`src/prts_pkg.sv`:
```
// shared types and constants for the periodic task release scheduler
// used by the front end, the back end and the top level
// no dependencies

package prts_pkg;

	// parameter defaults
	localparam int TASK_SLOTS_DEF = 8;
	localparam int TIME_BITS_DEF  = 32;
	localparam int QUEUE_DEPTH    = 2;

	// field widths
	localparam int OP_W    = 3;
	localparam int IDX_W   = 4;
	localparam int PRIO_W  = 16;
	localparam int PEND_W  = 16;
	localparam int FIELD_W = 32;
	localparam int REL_W   = 4;
	localparam int TOTAL_W = 32;
	localparam int REL_MAX = 15;

	// input tdata layout, lowest bit first
	localparam int IN_NOW_LO   = 0;
	localparam int IN_IDX_LO   = IN_NOW_LO + FIELD_W;
	localparam int IN_VALID_LO = IN_IDX_LO + IDX_W;
	localparam int IN_PER_LO   = IN_VALID_LO + 1;
	localparam int IN_PRIO_LO  = IN_PER_LO + FIELD_W;
	localparam int IN_FIRST_LO = IN_PRIO_LO + PRIO_W;
	localparam int IN_FIELDS_W = IN_FIRST_LO + FIELD_W;
	localparam int IN_DATA_W   = ((IN_FIELDS_W + 7) / 8) * 8;

	// output tdata layout
	localparam int OUT_FIELDS_W = IDX_W + 1 + REL_W + 1 + TOTAL_W;
	localparam int OUT_DATA_W   = ((OUT_FIELDS_W + 7) / 8) * 8;

	// operation codes carried in tuser
	localparam logic [OP_W-1:0] OP_TICK     = 3'd0;
	localparam logic [OP_W-1:0] OP_SCHEDULE = 3'd1;
	localparam logic [OP_W-1:0] OP_WRITE    = 3'd2;
	localparam logic [OP_W-1:0] OP_DONE     = 3'd3;
	localparam logic [OP_W-1:0] OP_SWITCH   = 3'd4;

	// command kind after classification; ignored items become no-ops
	typedef enum logic [2:0] {
		KIND_TICK   = 3'd0,
		KIND_SCHED  = 3'd1,
		KIND_WRITE  = 3'd2,
		KIND_DONE   = 3'd3,
		KIND_SWITCH = 3'd4,
		KIND_NOP    = 3'd5
	} kind_t;

	typedef struct packed {
		kind_t             kind;
		logic [IDX_W-1:0]  task_index;
	} cmd_ctl_t;

endpackage

```
`src/prts_ram.sv`:
```
// generic single-port-write, single-port-read ram with registered read
// no dependencies

module prts_ram #(
	parameter int WIDTH = 8,
	parameter int DEPTH = 8
) (
	input  logic                                  clk,
	input  logic                                  wr_en,
	input  logic [(DEPTH > 1 ? $clog2(DEPTH) : 1)-1:0] wr_addr,
	input  logic [WIDTH-1:0]                      wr_data,
	input  logic                                  rd_en,
	input  logic [(DEPTH > 1 ? $clog2(DEPTH) : 1)-1:0] rd_addr,
	output logic [WIDTH-1:0]                      rd_data
);

	logic [WIDTH-1:0] mem_q [DEPTH];
	logic [WIDTH-1:0] rd_data_q;

	// write port and registered read port
	always_ff @(posedge clk) begin
		if (wr_en) begin
			mem_q[wr_addr] <= wr_data;
		end
		if (rd_en) begin
			rd_data_q <= mem_q[rd_addr];
		end
	end

	assign rd_data = rd_data_q;

endmodule

```
`src/prts_front.sv`:
```
// front end: accepts items, unpacks them and classifies them into commands
// depends on prts_pkg

module prts_front #(
	parameter int TASK_SLOTS = prts_pkg::TASK_SLOTS_DEF,
	parameter int TIME_BITS  = prts_pkg::TIME_BITS_DEF
) (
	input  logic                              s_tvalid,
	output logic                              s_tready,
	input  logic [prts_pkg::IN_DATA_W-1:0]    s_tdata,
	input  logic [prts_pkg::OP_W-1:0]         s_tuser,
	input  logic                              q_full,
	output logic                              q_push,
	output prts_pkg::cmd_ctl_t                q_ctl,
	output logic [2*TIME_BITS+prts_pkg::PRIO_W:0] q_pay
);

	import prts_pkg::*;

	logic [FIELD_W-1:0] now;
	logic [IDX_W-1:0]   idx;
	logic               entry_valid;
	logic [FIELD_W-1:0] entry_period;
	logic [PRIO_W-1:0]  entry_priority;
	logic [FIELD_W-1:0] entry_first;
	logic               slot_ok;
	logic               switch_ok;
	kind_t              kind;
	logic [TIME_BITS-1:0] pay_time;

	// unpack the item
	assign now            = s_tdata[IN_NOW_LO +: FIELD_W];
	assign idx            = s_tdata[IN_IDX_LO +: IDX_W];
	assign entry_valid    = s_tdata[IN_VALID_LO];
	assign entry_period   = s_tdata[IN_PER_LO +: FIELD_W];
	assign entry_priority = s_tdata[IN_PRIO_LO +: PRIO_W];
	assign entry_first    = s_tdata[IN_FIRST_LO +: FIELD_W];

	// task number range checks
	assign slot_ok   = (idx != '0) && (32'(idx) <= 32'(TASK_SLOTS));
	assign switch_ok = 32'(idx) <= 32'(TASK_SLOTS);

	// classify; out-of-range writes, job-dones and switches turn into no-ops
	always_comb begin
		unique case (s_tuser)
			OP_TICK:     kind = KIND_TICK;
			OP_SCHEDULE: kind = KIND_SCHED;
			OP_WRITE:    kind = slot_ok ? KIND_WRITE : KIND_NOP;
			OP_DONE:     kind = slot_ok ? KIND_DONE : KIND_NOP;
			OP_SWITCH:   kind = switch_ok ? KIND_SWITCH : KIND_NOP;
			default:     kind = KIND_NOP;
		endcase
	end

	// a tick carries the time, a write carries its first release
	assign pay_time = (kind == KIND_TICK) ? TIME_BITS'(now) : TIME_BITS'(entry_first);

	assign q_ctl.kind       = kind;
	assign q_ctl.task_index = idx;
	assign q_pay = {entry_valid, entry_priority, TIME_BITS'(entry_period), pay_time};

	// handshake into the queue
	assign s_tready = !q_full;
	assign q_push   = s_tvalid && !q_full;

endmodule

```
`src/prts_fifo.sv`:
```
// short command queue between the front end and the back end
// no dependencies

module prts_fifo #(
	parameter int WIDTH = 8,
	parameter int DEPTH = 2
) (
	input  logic             clk,
	input  logic             arst_n,
	input  logic             push,
	input  logic [WIDTH-1:0] push_data,
	output logic             full,
	input  logic             pop,
	output logic [WIDTH-1:0] pop_data,
	output logic             not_empty
);

	localparam int PW = (DEPTH > 1) ? $clog2(DEPTH) : 1;
	localparam int CW = $clog2(DEPTH + 1);
	localparam logic [PW-1:0] LAST_PTR = PW'(DEPTH - 1);

	logic [WIDTH-1:0] store_q [DEPTH];
	logic [PW-1:0]    wr_ptr_q;
	logic [PW-1:0]    rd_ptr_q;
	logic [CW-1:0]    count_q;
	logic             do_push;
	logic             do_pop;

	assign full      = count_q == CW'(DEPTH);
	assign not_empty = count_q != '0;
	assign do_push   = push && !full;
	assign do_pop    = pop && not_empty;
	assign pop_data  = store_q[rd_ptr_q];

	// pointers and fill count
	always_ff @(posedge clk or negedge arst_n) begin
		if (!arst_n) begin
			wr_ptr_q <= '0;
			rd_ptr_q <= '0;
			count_q  <= '0;
		end else begin
			if (do_push) begin
				wr_ptr_q <= (wr_ptr_q == LAST_PTR) ? '0 : wr_ptr_q + 1'b1;
			end
			if (do_pop) begin
				rd_ptr_q <= (rd_ptr_q == LAST_PTR) ? '0 : rd_ptr_q + 1'b1;
			end
			if (do_push && !do_pop) begin
				count_q <= count_q + 1'b1;
			end else if (do_pop && !do_push) begin
				count_q <= count_q - 1'b1;
			end
		end
	end

	// entry storage
	always_ff @(posedge clk) begin
		if (do_push) begin
			store_q[wr_ptr_q] <= push_data;
		end
	end

endmodule

```
`src/prts_back.sv`:
```
// back end: task table in ram, slot scan sequencer and result register
// depends on prts_pkg and prts_ram

module prts_back #(
	parameter int TASK_SLOTS = prts_pkg::TASK_SLOTS_DEF,
	parameter int TIME_BITS  = prts_pkg::TIME_BITS_DEF
) (
	input  logic                                  clk,
	input  logic                                  arst_n,
	input  logic                                  q_valid,
	input  prts_pkg::cmd_ctl_t                    q_ctl,
	input  logic [2*TIME_BITS+prts_pkg::PRIO_W:0] q_pay,
	output logic                                  q_pop,
	output logic                                  m_tvalid,
	input  logic                                  m_tready,
	output logic [prts_pkg::OUT_DATA_W-1:0]       m_tdata
);

	import prts_pkg::*;

	localparam int SLOT_W  = (TASK_SLOTS > 1) ? $clog2(TASK_SLOTS) : 1;
	localparam int CNT_W   = $clog2(TASK_SLOTS + 1);
	localparam int ROW_W   = 2 * TIME_BITS + PRIO_W + PEND_W;
	localparam int PRIO_LO = PEND_W;
	localparam int REL_LO  = PEND_W + PRIO_W;
	localparam int PER_LO  = REL_LO + TIME_BITS;
	localparam int PAD_W   = OUT_DATA_W - OUT_FIELDS_W;
	localparam logic [SLOT_W-1:0] LAST_SLOT = SLOT_W'(TASK_SLOTS - 1);

	typedef enum logic [1:0] {
		ST_IDLE = 2'b01,
		ST_SCAN = 2'b10
	} state_t;

	state_t                state_q;
	kind_t                 kind_q;
	logic [TIME_BITS-1:0]  now_q;
	logic                  proc_s1;
	logic [SLOT_W-1:0]     slot_s1;
	logic                  last_s1;
	logic [TASK_SLOTS-1:0] valid_q;
	logic [CNT_W-1:0]      count_q;
	logic                  found_q;
	logic [SLOT_W-1:0]     best_q;
	logic [PRIO_W-1:0]     best_prio_q;
	logic [IDX_W-1:0]      running_q;
	logic [TOTAL_W-1:0]    total_q;
	logic                  resched_q;
	logic                  out_valid_q;
	logic [OUT_DATA_W-1:0] out_data_q;

	// queue head fields
	logic [TIME_BITS-1:0] pay_time;
	logic [TIME_BITS-1:0] pay_period;
	logic [PRIO_W-1:0]    pay_prio;
	logic                 pay_valid;
	logic [SLOT_W-1:0]    q_slot;

	// ram ports
	logic              ram_we;
	logic [SLOT_W-1:0] ram_waddr;
	logic [ROW_W-1:0]  ram_wdata;
	logic              ram_re;
	logic [SLOT_W-1:0] ram_raddr;
	logic [ROW_W-1:0]  ram_rdata;

	// row being processed
	logic [PEND_W-1:0]    row_pend;
	logic [PRIO_W-1:0]    row_prio;
	logic [TIME_BITS-1:0] row_rel;
	logic [TIME_BITS-1:0] row_per;
	logic                 row_live;
	logic [TIME_BITS-1:0] age;

	logic              out_free;
	logic              start_scan;
	logic              in_scan;
	logic              finish_scan;
	logic              finish_now;
	logic              out_load;
	logic              tick_hit;
	logic              done_hit;
	logic              cand;
	logic [CNT_W-1:0]  count_d;
	logic [TOTAL_W-1:0] total_d;
	logic              resched_d;
	logic              found_d;
	logic [SLOT_W-1:0] best_d;
	logic [IDX_W-1:0]  res_chosen;
	logic              res_switch;
	logic [REL_W-1:0]  res_released;

	assign pay_time   = q_pay[TIME_BITS-1:0];
	assign pay_period = q_pay[2*TIME_BITS-1:TIME_BITS];
	assign pay_prio   = q_pay[2*TIME_BITS +: PRIO_W];
	assign pay_valid  = q_pay[2*TIME_BITS+PRIO_W];
	assign q_slot     = SLOT_W'(q_ctl.task_index - IDX_W'(1));

	assign row_pend = ram_rdata[PEND_W-1:0];
	assign row_prio = ram_rdata[PRIO_LO +: PRIO_W];
	assign row_rel  = ram_rdata[REL_LO +: TIME_BITS];
	assign row_per  = ram_rdata[PER_LO +: TIME_BITS];
	// an inactive slot never holds pending jobs, so its row is not looked at
	assign row_live = valid_q[slot_s1];
	assign age      = now_q - row_rel;

	// sequencing
	assign out_free    = !out_valid_q || m_tready;
	assign q_pop       = (state_q == ST_IDLE) && q_valid && out_free;
	assign start_scan  = q_pop && ((q_ctl.kind == KIND_TICK) || (q_ctl.kind == KIND_SCHED) ||
		(q_ctl.kind == KIND_DONE));
	assign in_scan     = (state_q == ST_SCAN) && proc_s1;
	assign finish_scan = in_scan && last_s1;
	assign finish_now  = q_pop && !start_scan;
	assign out_load    = finish_scan || finish_now;

	// per-slot decisions
	assign tick_hit = in_scan && (kind_q == KIND_TICK) && row_live && !age[TIME_BITS-1];
	assign done_hit = in_scan && (kind_q == KIND_DONE) && row_live && (row_pend != '0);
	assign cand     = in_scan && (kind_q == KIND_SCHED) && row_live && (row_pend != '0) &&
		(!found_q || (row_prio < best_prio_q));

	// running results including the slot in flight
	assign count_d   = tick_hit ? count_q + 1'b1 : count_q;
	assign total_d   = tick_hit ? total_q + 1'b1 : total_q;
	assign resched_d = tick_hit ? 1'b1 :
		((finish_scan && (kind_q == KIND_SCHED)) ? 1'b0 : resched_q);
	assign found_d   = found_q || cand;
	assign best_d    = cand ? slot_s1 : best_q;

	// result fields; only a finished scan carries nonzero ones
	always_comb begin
		res_chosen   = '0;
		res_switch   = 1'b0;
		res_released = '0;
		if (finish_scan && (kind_q == KIND_SCHED)) begin
			res_chosen = found_d ? IDX_W'(best_d) + IDX_W'(1) : '0;
			res_switch = res_chosen != running_q;
		end
		if (finish_scan && (kind_q == KIND_TICK)) begin
			res_released = (32'(count_d) > 32'(REL_MAX)) ? REL_W'(REL_MAX) : REL_W'(count_d);
		end
	end

	// ram read: first slot on entry (the named slot for a job done), then the slot after the one in flight
	assign ram_re    = start_scan || (in_scan && !last_s1);
	assign ram_raddr = (state_q == ST_IDLE) ? ((q_ctl.kind == KIND_DONE) ? q_slot : '0) :
		slot_s1 + 1'b1;

	// ram write: entry load from the queue head, or write-back of the slot in flight
	always_comb begin
		ram_we    = 1'b0;
		ram_waddr = slot_s1;
		ram_wdata = {row_per, row_rel, row_prio, row_pend};
		if (q_pop && (q_ctl.kind == KIND_WRITE)) begin
			ram_we    = 1'b1;
			ram_waddr = q_slot;
			ram_wdata = {pay_period, pay_time, pay_prio, {PEND_W{1'b0}}};
		end else if (tick_hit) begin
			ram_we    = 1'b1;
			ram_wdata = {row_per, row_rel + row_per, row_prio,
				(row_pend == '1) ? row_pend : row_pend + 1'b1};
		end else if (done_hit) begin
			ram_we    = 1'b1;
			ram_wdata = {row_per, row_rel, row_prio, row_pend - 1'b1};
		end
	end

	prts_ram #(
		.WIDTH(ROW_W),
		.DEPTH(TASK_SLOTS)
	) u_table (
		.clk     (clk),
		.wr_en   (ram_we),
		.wr_addr (ram_waddr),
		.wr_data (ram_wdata),
		.rd_en   (ram_re),
		.rd_addr (ram_raddr),
		.rd_data (ram_rdata)
	);

	// state, scan pipeline and task table control
	always_ff @(posedge clk or negedge arst_n) begin
		if (!arst_n) begin
			state_q     <= ST_IDLE;
			kind_q      <= KIND_NOP;
			proc_s1     <= 1'b0;
			slot_s1     <= '0;
			last_s1     <= 1'b0;
			valid_q     <= '0;
			count_q     <= '0;
			found_q     <= 1'b0;
			best_q      <= '0;
			running_q   <= '0;
			total_q     <= '0;
			resched_q   <= 1'b0;
		end else begin
			proc_s1   <= ram_re;
			slot_s1   <= ram_raddr;
			last_s1   <= ram_re && (((state_q == ST_IDLE) && (q_ctl.kind == KIND_DONE)) ||
				(ram_raddr == LAST_SLOT));
			total_q   <= total_d;
			resched_q <= resched_d;
			if (start_scan) begin
				state_q <= ST_SCAN;
				kind_q  <= q_ctl.kind;
				count_q <= '0;
				found_q <= 1'b0;
			end else begin
				if (finish_scan) begin
					state_q <= ST_IDLE;
				end
				count_q <= count_d;
				found_q <= found_d;
				best_q  <= best_d;
			end
			if (q_pop && (q_ctl.kind == KIND_WRITE)) begin
				valid_q[q_slot] <= pay_valid;
			end
			if (q_pop && (q_ctl.kind == KIND_SWITCH)) begin
				running_q <= q_ctl.task_index;
			end
		end
	end

	// scan payload
	always_ff @(posedge clk) begin
		if (start_scan) begin
			now_q <= pay_time;
		end
		if (cand) begin
			best_prio_q <= row_prio;
		end
	end

	// result register
	always_ff @(posedge clk or negedge arst_n) begin
		if (!arst_n) begin
			out_valid_q <= 1'b0;
		end else if (out_load) begin
			out_valid_q <= 1'b1;
		end else if (m_tready) begin
			out_valid_q <= 1'b0;
		end
	end

	always_ff @(posedge clk) begin
		if (out_load) begin
			out_data_q <= {{PAD_W{1'b0}}, total_d, resched_d, res_released, res_switch,
				res_chosen};
		end
	end

	assign m_tvalid = out_valid_q;
	assign m_tdata  = out_data_q;

	// a slot is in flight on every scan cycle
	a_scan_busy: assert property (@(posedge clk) disable iff (!arst_n)
		state_q == ST_SCAN |-> proc_s1)
		else $error("scan state without a slot in flight");

	// the result register is empty for the whole scan
	a_scan_out_empty: assert property (@(posedge clk) disable iff (!arst_n)
		state_q == ST_SCAN |-> !out_valid_q)
		else $error("result register occupied during a scan");

	// the last slot ends the scan and stops the read pipeline
	a_scan_end: assert property (@(posedge clk) disable iff (!arst_n)
		finish_scan |=> (state_q == ST_IDLE) && !proc_s1)
		else $error("scan did not end after its last slot");

	// release count cannot exceed the number of slots
	a_count_range: assert property (@(posedge clk) disable iff (!arst_n)
		32'(count_q) <= 32'(TASK_SLOTS))
		else $error("release count out of range");

endmodule

```
`src/periodic_task_release_scheduler.sv`:
```
// top level of the periodic task release scheduler
// depends on prts_pkg, prts_front, prts_fifo and prts_back
//
//  channel   direction  signals                              accepted when
//  s_        in         s_tvalid s_tready s_tdata s_tuser    s_tvalid & s_tready
//  m_        out        m_tvalid m_tready m_tdata            m_tvalid & m_tready
//
// tick and schedule items walk the whole task table one slot per cycle through the
// table ram; job done visits only its own slot, the rest visit no slot.
// every item passes through the command queue (2 deep) first.
// until full, the queue takes items while the back end scans or the result waits.
// reset clears valid flags, running task, total and flag; entry fields,
// pending counts included, stay undefined until a write loads them.

module periodic_task_release_scheduler #(
	parameter int TASK_SLOTS = prts_pkg::TASK_SLOTS_DEF,
	parameter int TIME_BITS  = prts_pkg::TIME_BITS_DEF
) (
	input  logic                            clk,
	input  logic                            arst_n,
	input  logic                            s_tvalid,
	output logic                            s_tready,
	// now, task_index, entry_valid, entry_period, entry_priority, entry_first_release
	input  logic [prts_pkg::IN_DATA_W-1:0]  s_tdata,
	// operation
	input  logic [prts_pkg::OP_W-1:0]       s_tuser,
	output logic                            m_tvalid,
	input  logic                            m_tready,
	// chosen_task, switch_needed, released_now, reschedule_request, total_releases
	output logic [prts_pkg::OUT_DATA_W-1:0] m_tdata
);

	import prts_pkg::*;

	localparam int PAY_W = 2 * TIME_BITS + PRIO_W + 1;
	localparam int CMD_W = $bits(cmd_ctl_t) + PAY_W;

	logic             push;
	logic             full;
	cmd_ctl_t         push_ctl;
	logic [PAY_W-1:0] push_pay;
	logic             pop;
	logic             not_empty;
	logic [CMD_W-1:0] head;
	cmd_ctl_t         head_ctl;
	logic [PAY_W-1:0] head_pay;

	// accept and classify
	prts_front #(
		.TASK_SLOTS(TASK_SLOTS),
		.TIME_BITS (TIME_BITS)
	) u_front (
		.s_tvalid (s_tvalid),
		.s_tready (s_tready),
		.s_tdata  (s_tdata),
		.s_tuser  (s_tuser),
		.q_full   (full),
		.q_push   (push),
		.q_ctl    (push_ctl),
		.q_pay    (push_pay)
	);

	// command queue
	prts_fifo #(
		.WIDTH(CMD_W),
		.DEPTH(QUEUE_DEPTH)
	) u_queue (
		.clk       (clk),
		.arst_n    (arst_n),
		.push      (push),
		.push_data ({push_ctl, push_pay}),
		.full      (full),
		.pop       (pop),
		.pop_data  (head),
		.not_empty (not_empty)
	);

	assign head_ctl = head[CMD_W-1:PAY_W];
	assign head_pay = head[PAY_W-1:0];

	// execute and deliver results
	prts_back #(
		.TASK_SLOTS(TASK_SLOTS),
		.TIME_BITS (TIME_BITS)
	) u_back (
		.clk      (clk),
		.arst_n   (arst_n),
		.q_valid  (not_empty),
		.q_ctl    (head_ctl),
		.q_pay    (head_pay),
		.q_pop    (pop),
		.m_tvalid (m_tvalid),
		.m_tready (m_tready),
		.m_tdata  (m_tdata)
	);

endmodule
```
`config.mk`:
```
export PLATFORM = sky130hd
export DESIGN_NAME = periodic_task_release_scheduler
export DESIGN_NICKNAME = d
export VERILOG_FILES = /design/src/prts_pkg.sv /design/src/prts_ram.sv /design/src/prts_front.sv /design/src/prts_fifo.sv /design/src/prts_back.sv /design/src/periodic_task_release_scheduler.sv
export SDC_FILE = /design/constraint.sdc
export NUM_CORES = 2
export LEC_CHECK = 0
export BUFFER_PORTS_ARGS = -buffer_cell sky130_fd_sc_hd__buf_2
export CAP_MARGIN = 20
export CORE_MARGIN = 5
export CORE_UTILIZATION = 40
export DETAILED_ROUTE_END_ITERATION = 10
export GPL_TIMING_DRIVEN = 0
export PLACE_DENSITY = 0.66
export SLEW_MARGIN = 20
export SYNTH_ARGS = -nofsm -noshare
export SYNTH_HDL_FRONTEND = slang
export SYNTH_SLANG_ARGS = --single-unit
```
`constraint.sdc`:
```
create_clock -name clk -period 7.6 [get_ports clk]
set_input_delay 0.76 -clock clk [delete_from_list [all_inputs] [get_ports clk]]
set_output_delay 0.76 -clock clk [all_outputs]
set_load 0.05 [all_outputs]
```
==> run_results.csv <==
group,metric,value,unit
cts,cts_inserted_buffers,112,
routing,post_drt_wl_per_cell,22.2,um
cts,hold_buffers,1,
global_route,grt.overflow.total,0,
final_layout,layout.cells.non_filler,5994,
cts,cts-htree-levels,3,
cts,clockBufferDepth,3,
final_layout,area_growth,16.2,%
critical_path,path_common_cell,"clkbuf_1",
place,port_buffers,167,
critical_path,ff2ff_path_depth,13,
power,power_density,386,mW/mm2
final_layout,final_cell_mix,"edfxtp_1, nand2_1, nand3_1",
global_route,antenna_found_initial,19,
synthesis,seq_area_frac_synth,71.3,%
synthesis,syn_area,0.0500,mm2
routing,vias,32509,
place,dp.cells,5786,
power,clockPowerShare,24.7,%
routing,drt-total-wl,133000,um
cts,cts.sinks,1198,
place,placed_area,0.0544,mm2
critical_path,path_max_fanout,10,
global_route,grtUsageTotal,19.7,%
synthesis,synthFlopType,"edfxtp_1",
sta,fin_crit,6320,ps
critical_path,r2r_end,"u_back.u_table.rd_data[66]$_DFFE_PP_",
floorplanning,core,0.124,mm2
cts,cts_tree,"built",
cts,post_cts_resize_count,0,
place,hpwl,92500,um
final_layout,drive_above_1_share,13.1,%
final_layout,final_common_cell,"edfxtp_1",
cts,clock-root-buffer,"clkbuf_16",
floorplanning,die-width,363,um
routing,routed_via_density,5.42,
synthesis,synth_seq_cells,1198,
global_route,grt_pass1_vias,30922,
power,power_leakage,21.1,nW
cts,insertion_delay,700,ps
critical_path,path_cells,"clkbuf_1, buf_1, clkbuf_2, buf_16, mux2i_1, ha_1, xnor2_1, a22oi_1, clkbuf_1, clkbuf_1, buf_1, nand3_1, o21ai_0",
sta,rsz0062_at_grt,"no",
cts,clk_pin_slew,60,ps
synthesis,synth_warnings,0,
critical_path,r2r-start,"u_queue.rd_ptr_q$_DFFE_PN0P_",
routing,drt_iter0_drc,3501,
synthesis,synth-async-reset-ratio,5.68,%
final_layout,nets,4476,
floorplanning,die_h,363,um
sta,hold_viol_final,0,
synthesis,synth_edf_count,1130,
power,p_switching,8.75,mW
min_path,holdCritPathClass,"in2reg",
sta,finalCritPeriodShare,83.1,%
job,cap_viol_max_count,0,
place,place.gp.congestion,0.872,
synthesis,yosysTopAreaCell,"edfxtp_1",
cts,post_cts_buffers,0,
floorplanning,die_area,0.132,mm2
synthesis,syn_area_per_cell,12.8,um2
global_route,grt_pass1_wl,195000,um
floorplanning,start_util,40.3,%
synthesis,ys_top_cells_by_area,"edfxtp_1, nand2_1, nand3_1, dfrtp_1, ha_1",
final_layout,design_area,0.0581,mm2
critical_path,crit_end,"u_back.u_table.rd_data[66]$_DFFE_PP_",
outcome,outcome,"finished, final reports clean",
critical_path,crit_arrival,6820,ps
critical_path,cp-startpoint,"u_queue.rd_ptr_q$_DFFE_PN0P_",
sta,fmax,0.158,GHz
critical_path,crit_type,"reg2reg",
power,swShare,39.0,%
power,p_int,13.7,mW
sta,slew_violations,0,
sta,slew_headroom,22.7,%
critical_path,rrSetupSlack,1280,ps
routing,drc_errors,0,
sta,worstMarginPinSlew,1150,ps
global_route,grt_max_degree,53,
synthesis,synth_cell_type_count,78,
critical_path,start_kind,"register",
floorplanning,rows,129,
critical_path,slowest_stage,"clkbuf_1",
floorplanning,io_pins,177,
synthesis,yosysTopAreaCellShare,67.9,%
critical_path,required,8110,ps
sta,finalSetupViolations,0,
critical_path,end_kind,"register",
synthesis,syn_inst,3917,
power,combPwrFrac,37.9,%
power,seq_power_share,37.3,%
routing,ant_nets,0,
sta,clock_skew,33.6,ps
routing,drtPass1Iterations,6,
critical_path,max_stage_delay,910,ps
power,ir_worst_vdd,438,uV
## power groups by stage
stage	combinational [mW]	clock (mW)	sequential, mW
floorplan	5.14	0	8.48
detailed placement	8.43	0	8.50
global placement	8.15	0	8.59
CTS	8.47	5.62	8.36
global route	9.27	5.90	8.40
finish	8.50	5.55	8.37
## per-stage QoR
| stage | utilization, % | total power [mW] | hold WS, ps | worst slack (ps) | TNS [ps] |
|---|---|---|---|---|---|
| after global routing | 46.8 | 23.6 | 238 | 928 | 0 |
| after floorplan | - | 13.6 | 439 | 503 | 0 |
| final | 46.9 | 22.4 | 249 | 1280 | 0 |
| after detailed placement | 43.9 | 16.9 | 456 | 1180 | 0 |
| after global placement | 42.7 | 16.7 | 458 | -5900 | -4577600 |
| after CTS | 46.8 | 22.4 | 221 | 1150 | 0 |
## logic make-up (layout without fill, tap and decap cells)
kind of cell               Yosys count  after routing  share of synthesized area (%)
muxes                              146            146                           3.19
AOI/OAI and AO/OA                  380            380                           4.54
adders and majority gates           85             85                           2.14
buffers and inverters              279            708                           2.28
DFF                               1198           1198                           71.3
and+or+nand+nor                   1751           1751                           15.2
other                                1             12                        0.00750
xor gates and xnor gates            77             77                           1.35
## critical path, delay by kind of cell (launching register included)
family	cells	cell delay (ps)
AOI/OAI and AO/OA	2	790
xor gates and xnor gates	1	150
adders and majority gates	1	200
buffers and inverters	7	4190
DFF	1	320
muxes	1	270
and+or+nand+nor	1	170
## flip-flops by register name (all words and copies together) (netlist names), 4 cells and up
name / cells
u_back.u_table.rd_data: 96
u_back.u_table.mem_q: 768
u_back.m_tdata: 42
u_back.count_q: 4
u_queue.store_q: 176
u_back.running_q: 4
u_back.total_q: 32
u_back.best_prio_q: 16
u_back.now_q: 32
u_back.valid_q: 8
## per-layer routing
layer / vias up / share of wire [%] / track usage (%)
met5: - / 0.098 / 0
met4: 20 / 3.6 / 7.43
met3: 270 / 10 / 4.28
met2: 1620 / 46 / 31.4
met1: 15758 / 40 / 26.5
li1: 14841 / - / -
## layout make-up
cell class,instances,area (um2)
clock inverters,55,589
clock buffers,146,3040
multi-input cells,2445,13300
inverters,75,282
repair buffers,228,2270
flip-flops and latches,1198,35600
diodes,6,15.0
fillers,10751,65900
well taps,1637,2050
plain buffers,204,861
## Yosys cell counts, drive strengths merged, types with 8 or more instances
cell	instances
a21o	23
mux2i	59
inv	74
o211ai	11
ha	84
nand2	1011
buf	77
xnor2	56
xor2	21
a211oi	10
and3	18
mux2	85
nand2b	12
nor2b	8
o21ai	200
nand4	16
dfrtp	65
edfxtp	1130
nand3	512
a21oi	72
nor2	109
nor3	17
clkbuf	127
## worst min path at each step
stage / from / end / slack (ps) / cells after the start
floorplan: u_back.total_q[31]$_DFF_PN0_ / u_back.total_q[31]$_DFF_PN0_ / 440 / 1
global placement: u_back.resched_q$_DFF_PN0_ / u_back.resched_q$_DFF_PN0_ / 460 / 1
detailed placement: u_back.total_q[31]$_DFF_PN0_ / u_back.total_q[31]$_DFF_PN0_ / 460 / 1
CTS: s_tdata[36] / u_queue.store_q[0][80]$_DFFE_PP_ / 220 / 1
global route: s_tdata[38] / u_queue.store_q[0][33]$_DFFE_PP_ / 240 / 1
finish: s_tdata[36] / u_queue.store_q[1][80]$_DFFE_PP_ / 250 / 1
(Power assumes the default switching activity.)
